===== src/design/cdsr_pkg.sv =====
// ----------------------------------------------------------------------------
// cdsr_pkg
// Types and codes shared by the deque-with-search block.
// ----------------------------------------------------------------------------
package cdsr_pkg;

  localparam int FUNC_W  = 3;
  localparam int VALUE_W = 32;
  localparam int OCC_W   = 5;

  typedef enum logic [FUNC_W-1:0] {
    FN_PUSH_FRONT = 3'd0,
    FN_PUSH_BACK  = 3'd1,
    FN_POP_FRONT  = 3'd2,
    FN_POP_BACK   = 3'd3,
    FN_FIND       = 3'd4,
    FN_REMOVE     = 3'd5
  } func_t;

  typedef enum logic [1:0] {
    ST_OK    = 2'd0,
    ST_FULL  = 2'd1,
    ST_EMPTY = 2'd2,
    ST_MISS  = 2'd3
  } status_t;

  typedef enum logic [2:0] {
    S_IDLE,
    S_SCAN_RD,
    S_SCAN_CMP,
    S_SHIFT_RD,
    S_SHIFT_WR,
    S_DONE
  } state_t;

  // operation request handed to the sequencer
  typedef struct packed {
    logic [VALUE_W-1:0] value;
    func_t              func;
  } req_t;

  // result word; packs to {occupancy, hit, status} from the top bit down
  typedef struct packed {
    logic [OCC_W-1:0] occupancy;
    logic             hit;
    status_t          status;
  } res_t;

endpackage


===== src/design/cdsr_store.sv =====
// ----------------------------------------------------------------------------
// cdsr_store
// Value storage: one write port, one read port with registered read data.
// ----------------------------------------------------------------------------
module cdsr_store #(
  parameter int DEPTH = 16,
  parameter int DATA_WIDTH = 32
) (
  input  logic                     clk,
  input  logic                     we,
  input  logic [$clog2(DEPTH)-1:0] waddr,
  input  logic [DATA_WIDTH-1:0]    wdata,
  input  logic                     re,
  input  logic [$clog2(DEPTH)-1:0] raddr,
  output logic [DATA_WIDTH-1:0]    rdata
);

  logic [DATA_WIDTH-1:0] mem [DEPTH];

  always_ff @(posedge clk) begin
    if (we) begin
      mem[waddr] <= wdata;
    end
  end

  always_ff @(posedge clk) begin
    if (re) begin
      rdata <= mem[raddr];
    end
  end

endmodule


===== src/design/cdsr_seq.sv =====
// ----------------------------------------------------------------------------
// cdsr_seq
// Sequencer for the deque: keeps front pointer and count, drives the store
// through one shared slot adder (scan and shift) and a comparator (scan).
// ----------------------------------------------------------------------------
module cdsr_seq #(
  parameter int DEPTH = 16,
  parameter int DATA_WIDTH = 32
) (
  input  logic                     clk,
  input  logic                     rst,
  input  logic                     req_valid,
  input  cdsr_pkg::req_t           req,
  output logic                     ready,
  output logic                     res_valid,
  output cdsr_pkg::res_t           res,
  input  logic                     res_ready,
  output logic                     mem_we,
  output logic [$clog2(DEPTH)-1:0] mem_waddr,
  output logic [DATA_WIDTH-1:0]    mem_wdata,
  output logic                     mem_re,
  output logic [$clog2(DEPTH)-1:0] mem_raddr,
  input  logic [DATA_WIDTH-1:0]    mem_rdata
);

  import cdsr_pkg::*;

  localparam int AW = $clog2(DEPTH);
  localparam int CW = AW + 1;

  state_t                state, state_next;
  logic [AW-1:0]         front, front_next;
  logic [CW-1:0]         count, count_next;
  logic [AW-1:0]         idx, idx_next;
  func_t                 func, func_next;
  logic [DATA_WIDTH-1:0] key, key_next;
  status_t               status, status_next;
  logic                  hit, hit_next;

  logic [DATA_WIDTH-1:0] req_key;
  logic [CW-1:0]         off;
  logic [CW-1:0]         sum;
  logic [AW-1:0]         slot;
  logic [CW-1:0]         idx_inc;
  logic                  full;
  logic                  empty;

  // keep the low DATA_WIDTH bits; sign-extend when the store is wider
  generate
    if (DATA_WIDTH <= VALUE_W) begin : g_narrow
      assign req_key = req.value[DATA_WIDTH-1:0];
    end else begin : g_wide
      assign req_key = {{(DATA_WIDTH-VALUE_W){req.value[VALUE_W-1]}}, req.value};
    end
  endgenerate

  // shared slot unit: (front + off) mod DEPTH, off never exceeds DEPTH
  assign sum  = CW'(front) + off;
  assign slot = (sum >= CW'(DEPTH)) ? AW'(sum - CW'(DEPTH)) : AW'(sum);

  assign idx_inc = CW'(idx) + CW'(1);
  assign full    = (count == CW'(DEPTH));
  assign empty   = (count == '0);

  assign res.status    = status;
  assign res.hit       = hit;
  assign res.occupancy = OCC_W'(count);

  always_ff @(posedge clk) begin
    if (rst) begin
      state  <= S_IDLE;
      front  <= '0;
      count  <= '0;
    end else begin
      state  <= state_next;
      front  <= front_next;
      count  <= count_next;
    end
  end

  always_ff @(posedge clk) begin
    idx    <= idx_next;
    func   <= func_next;
    key    <= key_next;
    status <= status_next;
    hit    <= hit_next;
  end

  always_comb begin
    state_next  = state;
    front_next  = front;
    count_next  = count;
    idx_next    = idx;
    func_next   = func;
    key_next    = key;
    status_next = status;
    hit_next    = hit;
    off         = CW'(idx);
    mem_we      = 1'b0;
    mem_waddr   = slot;
    mem_wdata   = key;
    mem_re      = 1'b0;
    mem_raddr   = slot;
    ready       = 1'b0;
    res_valid   = 1'b0;

    unique case (state)
      S_IDLE: begin
        ready = 1'b1;
        if (req_valid) begin
          func_next   = req.func;
          key_next    = req_key;
          status_next = ST_OK;
          hit_next    = 1'b0;
          idx_next    = '0;
          state_next  = S_DONE;
          case (req.func)
            FN_PUSH_FRONT: begin
              if (full) begin
                status_next = ST_FULL;
              end else begin
                front_next = (front == '0) ? AW'(DEPTH - 1) : front - AW'(1);
                mem_we     = 1'b1;
                mem_waddr  = front_next;
                mem_wdata  = req_key;
                count_next = count + CW'(1);
              end
            end
            FN_PUSH_BACK: begin
              off = count;
              if (full) begin
                status_next = ST_FULL;
              end else begin
                mem_we     = 1'b1;
                mem_wdata  = req_key;
                count_next = count + CW'(1);
              end
            end
            FN_POP_FRONT: begin
              if (empty) begin
                status_next = ST_EMPTY;
              end else begin
                front_next = (front == AW'(DEPTH - 1)) ? '0 : front + AW'(1);
                count_next = count - CW'(1);
              end
            end
            FN_POP_BACK: begin
              if (empty) begin
                status_next = ST_EMPTY;
              end else begin
                count_next = count - CW'(1);
              end
            end
            FN_FIND, FN_REMOVE: begin
              if (empty) begin
                status_next = ST_EMPTY;
              end else begin
                state_next = S_SCAN_RD;
              end
            end
            default: ;
          endcase
        end
      end

      S_SCAN_RD: begin
        mem_re     = 1'b1;
        state_next = S_SCAN_CMP;
      end

      S_SCAN_CMP: begin
        if (mem_rdata == key) begin
          hit_next = 1'b1;
          if (func == FN_REMOVE) begin
            if (idx_inc < count) begin
              state_next = S_SHIFT_RD;
            end else begin
              count_next = count - CW'(1);
              state_next = S_DONE;
            end
          end else begin
            state_next = S_DONE;
          end
        end else if (idx_inc == count) begin
          status_next = ST_MISS;
          state_next  = S_DONE;
        end else begin
          idx_next   = idx + AW'(1);
          state_next = S_SCAN_RD;
        end
      end

      // close the gap: entry idx takes the value of entry idx + 1
      S_SHIFT_RD: begin
        off        = idx_inc;
        mem_re     = 1'b1;
        state_next = S_SHIFT_WR;
      end

      S_SHIFT_WR: begin
        mem_we    = 1'b1;
        mem_wdata = mem_rdata;
        idx_next  = idx + AW'(1);
        if (idx_inc + CW'(1) < count) begin
          state_next = S_SHIFT_RD;
        end else begin
          count_next = count - CW'(1);
          state_next = S_DONE;
        end
      end

      S_DONE: begin
        res_valid = 1'b1;
        if (res_ready) begin
          state_next = S_IDLE;
        end
      end

      default: state_next = S_IDLE;
    endcase
  end

endmodule


===== src/design/circular_deque_search_remove_top.sv =====
// ----------------------------------------------------------------------------
// circular_deque_search_remove_top
// Bounded deque of signed values with find and order-keeping remove.
// ----------------------------------------------------------------------------
// Input stream: one transaction per operation. tuser carries the operation
// code (push front, push back, pop front, pop back, find, remove), tdata the
// value. Output stream: one transaction per operation with status, hit flag
// and occupancy after the operation.
// Pushes, pops, unused codes and operations on an empty queue go from the
// idle state straight to the done state and on to the output register.
// Find reads and compares one entry at a time from the front, up to the
// match or, on a miss, through the whole occupancy. Remove then moves each
// value behind the match up one place, with a read and a write per value;
// the store's single read port takes one read per compare or moved entry.
// One operation is in flight at a time; s_axis_tready is high only while the
// sequencer is idle. A finished result sits in the output register, so the
// next operation is accepted while the receiver stalls; it completes and
// waits in the sequencer until that register frees.
// Reset empties the queue (front and count cleared); store contents are left.
// ----------------------------------------------------------------------------
module circular_deque_search_remove_top #(
  parameter int DEPTH = 16,
  parameter int DATA_WIDTH = 32
) (
  input  logic                           clk,
  input  logic                           rst,
  input  logic                           s_axis_tvalid,
  output logic                           s_axis_tready,
  input  logic [cdsr_pkg::VALUE_W-1:0]   s_axis_tdata,  // [31:0] value
  input  logic [cdsr_pkg::FUNC_W-1:0]    s_axis_tuser,  // [2:0] func
  output logic                           m_axis_tvalid,
  input  logic                           m_axis_tready,
  output logic [7:0]                     m_axis_tdata   // [1:0] status, [2] hit, [7:3] occupancy
);

  import cdsr_pkg::*;

  localparam int AW = $clog2(DEPTH);

  req_t                  req;
  res_t                  res;
  logic                  res_valid;
  logic                  res_ready;
  logic                  mem_we;
  logic [AW-1:0]         mem_waddr;
  logic [DATA_WIDTH-1:0] mem_wdata;
  logic                  mem_re;
  logic [AW-1:0]         mem_raddr;
  logic [DATA_WIDTH-1:0] mem_rdata;

  assign req.value = s_axis_tdata;
  assign req.func  = func_t'(s_axis_tuser);

  cdsr_seq #(
    .DEPTH      (DEPTH),
    .DATA_WIDTH (DATA_WIDTH)
  ) u_seq (
    .clk       (clk),
    .rst       (rst),
    .req_valid (s_axis_tvalid),
    .req       (req),
    .ready     (s_axis_tready),
    .res_valid (res_valid),
    .res       (res),
    .res_ready (res_ready),
    .mem_we    (mem_we),
    .mem_waddr (mem_waddr),
    .mem_wdata (mem_wdata),
    .mem_re    (mem_re),
    .mem_raddr (mem_raddr),
    .mem_rdata (mem_rdata)
  );

  cdsr_store #(
    .DEPTH      (DEPTH),
    .DATA_WIDTH (DATA_WIDTH)
  ) u_store (
    .clk   (clk),
    .we    (mem_we),
    .waddr (mem_waddr),
    .wdata (mem_wdata),
    .re    (mem_re),
    .raddr (mem_raddr),
    .rdata (mem_rdata)
  );

  // output register
  assign res_ready = !m_axis_tvalid || m_axis_tready;

  always_ff @(posedge clk) begin
    if (rst) begin
      m_axis_tvalid <= 1'b0;
    end else if (res_ready) begin
      m_axis_tvalid <= res_valid;
    end
  end

  always_ff @(posedge clk) begin
    if (res_ready && res_valid) begin
      m_axis_tdata <= res;
    end
  end

endmodule


===== config.mk =====
export PLATFORM = sky130hd
export DESIGN_NAME = circular_deque_search_remove_top
export DESIGN_NICKNAME = d
export VERILOG_FILES = /design/src/design/cdsr_pkg.sv /design/src/design/cdsr_store.sv /design/src/design/cdsr_seq.sv /design/src/design/circular_deque_search_remove_top.sv
export SDC_FILE = /design/constraint.sdc
export NUM_CORES = 1
export LEC_CHECK = 0
export ABC_AREA = 1
export BUFFER_PORTS_ARGS = -buffer_cell sky130_fd_sc_hd__buf_2
export CORE_ASPECT_RATIO = 0.9
export CORE_MARGIN = 4
export CORE_UTILIZATION = 29
export CTS_CLUSTER_DIAMETER = 80
export DETAILED_ROUTE_END_ITERATION = 10
export HOLD_SLACK_MARGIN = 0.15
export PLACE_DENSITY = 0.52
export SYNTH_ARGS = -nofsm -noshare
export SYNTH_HDL_FRONTEND = slang
export SYNTH_HIERARCHICAL = 1
export SYNTH_SLANG_ARGS = --single-unit

===== constraint.sdc =====
create_clock -name clk -period 6.4 [get_ports clk]
set_input_delay 0.64 -clock clk [delete_from_list [all_inputs] [get_ports clk]]
set_output_delay 0.64 -clock clk [all_outputs]
set_load 0.05 [all_outputs]

**Word level (Yosys, flattened, before mapping)**

Memory sizes are Yosys's and may differ from the RTL's. A register that Yosys moved wholly into a read port is not among the register bits.
Index checks and enable logic that the tools add are counted.

- $add $sub $neg: 9
- Order comparisons: 3
- Equal/unequal tests: 29
- Muxes and demuxes: 59
- Reduce and logical (&&, ||, !) cells: 22

Operators with widths:

| kind | count |
|---|---|
| 32-bit 2-to-1 mux | 3 |
| 32-bit case mux with 2 select lines | 1 |
| 4-bit 2-to-1 mux | 12 |
| 5-bit 2-to-1 mux | 9 |
| 32-bit == test | 1 |
| 3-bit 2-to-1 mux | 9 |
| 5-bit case mux with 2 select lines | 2 |
| 3-bit case mux with 6 select lines | 1 |
| 2-bit inequality test, second input constant | 8 |
| 3-bit == test, second input constant | 5 |
| 5-bit case mux with 3 select lines | 1 |
| 3-bit by 2-bit == test with 1-bit output, second input constant | 4 |
| 4-bit case mux with 3 select lines | 1 |
| 1-bit 2-to-1 mux | 11 |
| 5-bit by 1-bit adder with 5-bit output, second input constant | 2 |
| 5-bit < comparator | 2 |
| 3-bit inequality test, second input constant | 3 |
| 9-bit AND reduction | 1 |
| 4-bit by 1-bit adder with 4-bit output, second input constant | 2 |
| 2-bit 2-to-1 mux | 4 |
| 2-bit case mux with 2 select lines | 2 |
| 4-bit case mux with 2 select lines | 1 |
| 4-bit AND reduction | 2 |
| 2-bit OR reduction | 4 |
| 23 further kinds | 31 |

- Bits in registers: 63
- RAM bits: 512
- Input bits: 39
- Output and inout bits: 10
- Word-level logic and storage cells: 133
- Memories kept: 1

Memory list:

| name | depth | width | rd ports | clocked after memory_dff | wr ports | line | text |
|---|---|---|---|---|---|---|---|
| u_store.mem | 16 | 32 | 1 | 1 | 1 | cdsr_store.sv:18 | `logic [DATA_WIDTH-1:0] mem [DEPTH];` |

**Logic depth before layout (Yosys ltp)**

Gate-level depths: netlist of the first run.

- Word-level depth: 11
- Depth in mapped cells: 18
- Depth with buffers taken out: 16

**By module**

Netlist of the first run, hierarchy kept.

Modules (own cells, without submodules):

| module | instances | cells each | area an instance (sq um) | sequential area each (sq um) |
|---|---|---|---|---|
| cdsr_store | 1 | 2121 | 23058.4 | 16335.7 |
| cdsr_seq | 1 | 547 | 4157.7 | 1501.4 |
| circular_deque_search_remove_top | 1 | 14 | 287.8 | 260.2 |

**Worst setup path after synthesis of the first run**

No wires, ideal clock.

- Kind: flip-flop to flip-flop
- Start: register u_seq.state[0]
- End: memory u_store.mem[11][0] (enable)
- Library setup time: 421 ps
- Arrival: 5163 ps
- Data required time: 5979 ps
- Setup slack: 815 ps
- Stages on the path, launching flop included: 15
- Buffers on the path: 0
- Period minus slack after synthesis: 5585 ps
- Cells stage by stage: dfxtp_1 -> inv_1 -> nor2_1 -> nand2_1 -> nand2_1 -> nand3_1 -> o221ai_1 -> ha_1 -> a21oi_1 -> nand2_1 -> xor2_1 -> xor2_1 -> mux2i_1 -> nand2_1 -> nor2_1

- Longest elaborated chain between the ends: 9
- Elaborated cells between the ends (all ways): 15
- Those cells by class: 2 x add/sub; 1 x order compare; 2 x eq/ne; 9 x mux; 1 x reduce/logical

Ends and longest elaborated chain:

| item | line | text |
|---|---|---|
| start, declared | cdsr_seq.sv:31 | `state_t state, state_next;` |
| start signal, assigned | cdsr_seq.sv:75 | `state <= state_next;` |
| 3-bit by 2-bit == test with 1-bit output / 3-bit zero test (equally long branches) | cdsr_seq.sv:107 | `unique case (state)` |
| 5-bit case mux with 2 select lines | cdsr_seq.sv:107 |  |
| 4-bit by 5-bit adder with 5-bit output | cdsr_seq.sv:58 | `assign sum = CW'(front) + off;` |
| 4-bit by 1-bit subtractor with 4-bit output / 5-bit greater-or-equal comparator (equally long branches) | cdsr_seq.sv:59 | `assign slot = (sum >= CW'(DEPTH)) ? AW'(sum - CW'(DEPTH)) : AW'(sum);` |
| 4-bit 2-to-1 mux | cdsr_seq.sv:59 |  |
| 4-bit 2-to-1 mux | cdsr_seq.sv:119 | `if (full) begin` |
| 4-bit 2-to-1 mux | cdsr_seq.sv:117 | `case (req.func)` |
| 4-bit 2-to-1 mux | cdsr_seq.sv:110 | `if (req_valid) begin` |
| 4-bit 2-to-1 mux * | cdsr_seq.sv:107 |  |
| named net mem_waddr[3] | circular_deque_search_remove_top.sv:45 | `logic [AW-1:0] mem_waddr;` |
| end, declared | cdsr_store.sv:18 |  |

Mark *: on every way through the listed nets, which the timed path passes. The rest lies on a longest branch.

**Final worst setup path of the first run**

- Start: register u_seq.state[1]
- End: register u_store.rdata[17] (read register of u_store.mem) (data pin)

- Longest elaborated chain between the ends: 5
- Elaborated cells between the ends (all ways): 10
- Those cells by class: 2 x add/sub; 1 x order compare; 2 x eq/ne; 3 x mux; 2 x reduce/logical

Ends and longest elaborated chain:

| item | line | text |
|---|---|---|
| 3-bit by 2-bit == test with 1-bit output / 3-bit zero test (equally long branches) | cdsr_seq.sv:107 |  |
| 5-bit case mux with 2 select lines * | cdsr_seq.sv:107 |  |
| 4-bit by 5-bit adder with 5-bit output * | cdsr_seq.sv:58 |  |
| 4-bit by 1-bit subtractor with 4-bit output / 5-bit greater-or-equal comparator (equally long branches) | cdsr_seq.sv:59 |  |
| 4-bit 2-to-1 mux * | cdsr_seq.sv:59 |  |
| named net mem_raddr[1] | circular_deque_search_remove_top.sv:48 | `logic [AW-1:0] mem_raddr;` |
| end, declared | cdsr_store.sv:15 | `output logic [DATA_WIDTH-1:0] rdata` |

Marked as above.
A chain may end at the register's enable or synchronous reset.

==> qor.yml, run 1 <==
layout:
  synthToLayoutAreaGrowth_pct: 13.3
  design_area_um2: 31200
  n_antenna_cell: 0
  nets: 2791
  multiInputGateArea_um2: 7080
  fillers: 9447
  drive_above_1_share_pct: 8.53
  regArea_um2: 18100
logic_synthesis:
  netlist_area_um2: 27500
  yosys-top-cells-area: "edfxtp_1 (65%), nand2_1 (11%), nand3_1 (7.7%)"
  synth_nets: 2742
  synth.most_common_cell: "nand2_1"
  ys_types: 43
  synth_mux_area_share_pct: 0.0728
  synth.avg_cell_area_um2: 10.3
  synth_fa_ha_area_share_pct: 0.983
  synth_top_family_by_area: "simple AND/OR/NAND/NOR gates"
  yosysSeqAreaShare_pct: 65.8
  yosysWarnings: 6
  yosys.area_share.simple_pct: 20.6
  synth-seq-cells: 607
  synth_xor_area_share_pct: 1.08
  postSynthCellCount: 2682
  synth-compound-area-share_pct: 2.38
  yosysTopAreaCell: "edfxtp_1"
  synth.top_cell.area_share_pct: 64.9
  synthFlopType: "edfxtp_1"
  synth_edf_count: 594
  async_flop_share_pct: 0
  yosys-top-cells-count: "nand2_1 (816), edfxtp_1 (594), inv_1 (445), nand3_1 (425), nor2_1 (72)"
grt:
  grt_usage_pct: 15.0
  gr-total-overflow: 0
  grt_max_degree: 151
  grt_antenna_before_repair: 0
  first_global_vias: 17307
  grt_first_pass_wirelength_mm: 114
sta:
  finalClockSkew_ns: 0.0153
  worst_pin_slew_ns: 1.16
  hold_ws_ns: 0.201
  setup_slack_ns: 1.03
  fin_tns_setup_ns: 0
  hold_viol_final: 0
  maxSlewViolCount: 0
  layout_min_cycle_time_ns: 5.37
  fmax_mhz: 186
  setup_viol: 0
  rsz0062_at_grt: "no"
  timing.final.crit_share_pct: 84.0
  slew_headroom_pct: 22.9
critical_path:
  slowest_delay_ns: 0.87
  worstSetupPathType: "reg -> reg"
  slowest_stage: "buf_4"
  worstPathRequired_ns: 6.79
  path_cells: "nor2_4, inv_4, nor2_8, nand2_2, o21ai_2, o221ai_1, fa_4, buf_4, inv_4, buf_12, nand3_1, nand3_1, nand3_1, nand2_1"
  crit_path_max_fanout: 107
  cp-end-kind: "register"
  crit_path_frequent_cell: "nand3_1"
  worstPathArrival_ns: 5.77
  critPathLaunchType: "register"
power_and_ir_drop:
  pwr_density_cell_nw_per_um2: 582
  power.share.clock_pct: 19.9
  internal-power_mw: 10.3
  leakage_nw: 12.7
  seq_power_share_pct: 34.3
  p_switching_mw: 7.88
  p_comb_share_pct: 45.8
  power_mw: 18.1
  ir_drop_v: 0.000813
  p_sw_share_pct: 43.4
floorplanning:
  fp.dieH_um: 300
  coreArea_um2: 93500
  chipWidth_um: 333
  rows: 106
  io_pins: 49
  start_util_pct: 29.4
  die_area_um2: 99800
route:
  route.detailed.drc: 0
  routed_wl_mm: 76.5
  first_pass_iters: 5
  wl_per_cell_um: 19.0
  ant_nets: 0
  viasPerCell: 4.58
  num_vias: 18403
  drt_iter0_drc: 1828
clock_network:
  clock-sinks: 607
  htreeDepth: 2
  clk_pin_slew_ns: 0.06
  cts_buffer_depth: 3
  cts_tree: "done"
  root_buffer: "clkbuf_16"
  cts_resized: 0
  postCtsSetupRepairBufs: 0
  worstSkewPairLatency_ns: 0.64
  numCtsBuffers: 60
  hold_buffers: 0
run:
  drv_cap: 0
placement:
  dp_hpwl_mm: 43.0
  globalplace.congestion: 0.775
  post-place-ws_ns: 1.11
  portBuffers: 48
  post_dp_cell_area_um2: 29200
hold_path:
  hold_path.class: "in -> reg"
run_status:
  status: "completed"
==> per-layer routing <==
| metal | GRT usage [%] | wire length [um] | up-vias |
|---|---|---|---|
| met5 | 0 | 0 | - |
| met4 | 3.39 | 1360 | 0 |
| met3 | 2.89 | 5580 | 82 |
| met2 | 22.2 | 32400 | 537 |
| met1 | 22.6 | 37100 | 8897 |
| li1 | - | - | 8887 |
==> sequential cells by signal, summed over array words and instances, names as in the netlist, 2 cells and up <==
register and cells:
m_axis_tdata 8, u_seq/key 32, u_seq/state 3, u_seq/status 2, u_store/mem 512, u_seq/count 5, u_seq/front 4, u_store/rdata 32
u_seq/idx 4, u_seq/func 3
==> critical path, delay by kind of cell, from the launching register on <==
family | cells | cell delay, ns
and+or+nand+nor | 7 | 1.52
DFF | 1 | 0.38
adders and majority gates | 1 | 0.85
AOI/OAI and AO/OA | 2 | 0.43
buffers and inverters | 4 | 1.74
==> logic make-up (layout without fill, tap and decap cells) <==
kind of cell / after synthesis / in the layout
AO/OA/AOI/OAI: 103 / 103
flip-flops: 607 / 607
AND/OR/NAND/NOR: 1341 / 1341
adder cells (fa/ha/maj): 21 / 21
buffers and inverters: 574 / 672
multiplexers: 2 / 2
XOR/XNOR: 34 / 34
==> through the flow <==
stage          instances  utilization, %
2_1_floorplan       2682               -
3_3_place_gp        3911            31.2
3_5_place_dp        3911            31.2
4_1_cts             4022            33.3
5_1_grt             4022            33.3
6_report            4022            33.3
==> placed cells by master (no fill, tap or decap), types with 12 or more instances in the layout <==
cell type / instances
clkbuf_16: 62
nor2_4: 20
ha_1: 19
nand2_1: 816
xnor2_1: 28
nand3_1: 425
clkinv_1: 12
o21ai_0: 43
buf_4: 55
clkbuf_1: 17
inv_1: 442
edfxtp_1: 594
buf_2: 48
nor2_1: 55
dfxtp_1: 13
o211ai_1: 22
a21oi_1: 18
==> power groups by stage <==
stage	sequential (mW)	combinational, mW	clock (mW)
after floorplan	6.24	5.90	0
after global placement	6.30	8.33	0
after detailed placement	6.30	8.34	0
after CTS	6.22	8.37	3.70
after global routing	6.27	9.29	3.87
final	6.22	8.31	3.61
==> final timing paths <==
| check | startpoint | endpoint | slack [ns] | cells after the start |
|---|---|---|---|---|
| max reg2reg | u_seq/state[1] | u_store/rdata[17] | 1.03 | 14 |
| min | s_axis_tdata[10] | u_seq/key[10] | 0.20 | 1 |
| max | u_seq/state[1] | u_store/rdata[17] | 1.03 | 14 |
| min reg2reg | u_seq/count[4] | m_axis_tdata[7] | 0.44 | 0 |
==> cell type report <==
class	instances	area share, %
Inverter	454	5.52
Sequential cell	607	58.1
Multi-Input combinational cell	1501	22.7
Clock inverter	32	1.15
Timing Repair Buffer	107	2.35
Tap cell	1242	4.99
Clock buffer	79	5.18
Power figures use the tool's default switching activity.
==> run 2: changes to the inputs <==
--- a/config.mk
+++ b/config.mk
@@ -5,7 +5,7 @@
 export SDC_FILE = /design/constraint.sdc
 export NUM_CORES = 1
 export LEC_CHECK = 0
-export ABC_AREA = 1
+export ABC_AREA = 0
 export BUFFER_PORTS_ARGS = -buffer_cell sky130_fd_sc_hd__buf_2
 export CORE_ASPECT_RATIO = 0.9
 export CORE_MARGIN = 4
==> constraint.sdc (replaced) <==
create_clock -name clk -period 4.95 [get_ports clk]
set_input_delay 0.495 -clock clk [delete_from_list [all_inputs] [get_ports clk]]
set_output_delay 0.495 -clock clk [all_outputs]
set_load 0.05 [all_outputs]
==> run 2 against run 1 <==
Compared with the run above: global-route usage shrank 1.3 points; largest power group is now sequential cells; critical endpoint is now u_store/mem[8][12]; first-iteration DRC count decreased by 31%; critical path type unchanged; clock skew up 0.019 ns; sequential power grew 23%; wire length down 20%.
==> qor.yml, run 2 <==
route:
  first_pass_iters: 5  # unchanged
  ant_nets: 0  # unchanged
  drt_iter0_drc: 1257  # -31%
  route.detailed.drc: 0  # unchanged
  wl_per_cell_um: 23.8  # +25%
  viasPerCell: 4.98  # +8.8%
  num_vias: 12844  # -30%
  routed_wl_mm: 61.4  # -20%
layout:
  largest_register: "u_store/mem"
  final_core_util_pct: 34.6  # +1.3 points
  most-common-layout-cells: "edfxtp_1 (594), a22oi_1 (128), mux4_2 (128), buf_4 (66), clkbuf_16 (59)"
  n_antenna_cell: 0  # unchanged
  drive_above_1_share_pct: 25.3  # +17 points
  nets: 1472  # -47%
  largest_reg_flops: 512  # unchanged
  design_area_um2: 28800  # -7.7%
  mostFrequentLayoutCell: "edfxtp_1"
  synthToLayoutAreaGrowth_pct: 18.0
  fillers: 7866  # -17%
  reg_top3: "u_store/mem x512, u_seq/key x32, u_store/rdata x32"
  fin_cells: 2580  # -36%
critical_path:
  crit_family: "simple AND/OR/NAND/NOR gates"
  cp-end-kind: "register"
  slowest_stage: "xnor2_1"
  crit_path_max_fanout: 20  # -81%
  worstSetupPathType: "reg -> reg"
  worstPathArrival_ns: 4.94  # -0.83 ns
  worstPathRequired_ns: 5.20  # -1.59 ns
  path_buf_inv: 2  # -2
  critPathLaunchType: "register"
  path_cells: "or2_4, nand3b_4, clkinv_2, and3_4, a21oi_2, a221o_1, ha_1, a21o_1, a21oi_1, xnor2_1, xnor2_1, mux2_2, nand3b_1, nor3_4, buf_4"
  slowest_delay_ns: 0.58  # -0.29 ns
  crit_path_frequent_cell: "xnor2_1"
power_and_ir_drop:
  power_mw: 18.8  # +3.7%
  internal-power_mw: 12.4  # +21%
  power.share.clock_pct: 23.0  # +3.1 points
  pwr_density_cell_nw_per_um2: 654  # +12%
  ir_drop_v: 0.000606  # -25%
  leakage_nw: 9.02  # -29%
  seq_power_share_pct: 40.6  # +6.3 points
  p_switching_mw: 6.43  # -18%
  p_sw_share_pct: 34.2  # -9.2 points
  p_comb_share_pct: 36.4  # -9.4 points
logic_synthesis:
  synth.avg_cell_area_um2: 19.3  # +88%
  synth_nets: 1322  # -52%
  ys_types: 58  # +35%
  yosys.area_share.simple_pct: 2.97  # -18 points
  synth.most_common_cell: "edfxtp_1"
  synth_edf_count: 594  # unchanged
  netlist_area_um2: 24400  # -11%
  yosys-top-cells-area: "edfxtp_1 (73%), mux4_2 (12%), a22oi_1 (3.9%)"
  synth_top_family_by_area: "multiplexers"
  async_flop_share_pct: 0  # unchanged
  synth_xor_area_share_pct: 1.51  # +0.43 points
  synthFlopType: "edfxtp_1"
  synth-seq-cells: 607  # unchanged
  yosysWarnings: 6  # unchanged
  yosysTopAreaCell: "edfxtp_1"
  yosysSeqAreaShare_pct: 74.2  # +8.4 points
  yosys-top-cells-count: "edfxtp_1 (594), a22oi_1 (128), mux4_2 (128), nand2_1 (43), nor2_1 (41)"
  postSynthCellCount: 1262  # -53%
  synth_fa_ha_area_share_pct: 1.11  # +0.13 points
  synth-compound-area-share_pct: 6.39  # +4.0 points
  synth_mux_area_share_pct: 12.2  # +12 points
  synth.top_cell.area_share_pct: 73.2  # +8.3 points
sta:
  setup_viol: 0  # unchanged
  fmax_mhz: 213  # +15%
  layout_min_cycle_time_ns: 4.69  # -0.683 ns
  setup_slack_ns: 0.258  # -0.767 ns
  hold_viol_final: 0  # unchanged
  slew_headroom_pct: 7.35  # -16 points
  rsz0062_at_grt: "no"
  worst_pin_slew_ns: 1.39  # +0.230 ns
  hold_ws_ns: 0.206  # +0.00501 ns
  maxSlewViolCount: 0  # unchanged
  fin_tns_setup_ns: 0  # unchanged
  finalClockSkew_ns: 0.0340  # +0.0187 ns
  timing.final.crit_share_pct: 94.8  # +11 points
grt:
  grt_antenna_before_repair: 1  # +1
  first_global_vias: 13112  # -24%
  gr-total-overflow: 0  # unchanged
  grt_first_pass_wirelength_mm: 90.5  # -20%
  grt_usage_pct: 13.7  # -1.3 points
  grt_max_degree: 129  # -15%
clock_network:
  clk_pin_slew_ns: 0.06  # about the same
  cts_resized: 0  # unchanged
  htreeDepth: 2  # unchanged
  worstSkewPairLatency_ns: 0.63  # about the same
  cts_tree: "done"
  cts_buffer_depth: 3  # unchanged
  root_buffer: "clkbuf_16"
  clock-sinks: 607  # unchanged
  numCtsBuffers: 59  # -1.7%
placement:
  post_dp_cell_area_um2: 26600  # -8.9%
  post-place-ws_ns: 0.347  # -0.760 ns
  portBuffers: 48  # unchanged
  dp_hpwl_mm: 35.0  # -19%
  globalplace.congestion: 0.811  # +4.6%
  place_inst: 2439  # -38%
floorplanning:
  die_area_um2: 88800  # -11%
  chipWidth_um: 314  # -5.7%
  fp.dieH_um: 283  # -5.7%
  rows: 100  # -5.7%
  io_pins: 49  # unchanged
  start_util_pct: 29.3  # -0.070 points
  coreArea_um2: 83100  # -11%
run_status:
  status: "completed"
hold_path:
  hold_path.class: "in -> reg"
run:
  drv_cap: 0  # unchanged
==> run 2: final timing paths <==
kind / start / cells after the start / slack [ns] / end
worst max-delay path: u_seq/state[1] / 15 / 0.26 / u_store/mem[8][12]
worst min-delay path: m_axis_tready / 3 / 0.21 / m_axis_tvalid
worst max register to register: u_seq/state[1] / 15 / 0.26 / u_store/mem[8][12]
worst min register to register: u_seq/status[1] / 0 / 0.42 / m_axis_tdata[1]
==> run 2: timing repair <==
action,in CTS,in global routing
setup buffers,0,0
hold endpoints to repair,34,0
hold buffers,34,0
==> run 2: layout make-up <==
class | count | area, um^2 | share of cell area [%]
Timing Repair Buffer | 156 | 1240 | 4.30
Tap cell | 1122 | 1400 | 4.88
Clock inverter | 37 | 322 | 1.12
Multi-Input combinational cell | 569 | 6110 | 21.2
Clock buffer | 70 | 1520 | 5.28
Inverter | 19 | 72.6 | 0.252
Sequential cell | 607 | 18100 | 62.9
==> run 2: per-layer routing <==
metal	global-route usage (%)	vias up	share of wire, %
met4	2.93	2	1.6
met2	20.8	430	45
met3	2.65	73	6.9
li1	-	5533	-
met1	20.5	6806	46
met5	0	-	0.015
==> run 2: power groups by stage <==
stage	registers, mW	clock network (mW)	logic (mW)
floorplan	7.65	0	4.55
global placement	7.73	0	6.80
global route	7.68	4.67	7.45
detailed placement	7.73	0	6.91
CTS	7.63	4.45	6.94
finish	7.63	4.32	6.85
==> run 2: tightest hold or removal path, cell delays in order <==
cell	delay [ns]
buf_2	0.08
nand2b_4	0.14
a21oi_2	0.05
==> run 2: kinds of logic (layout without fill, tap and decap cells) <==
logic type                 count (synthesis)  in the layout
adders and majority gates                 21             21
xor gates and xnor gates                  42             42
and+or+nand+nor                          146            146
muxes                                    137            137
buffers and inverters                     86            282
DFF                                      607            607
AOI/OAI and AO/OA                        223            223
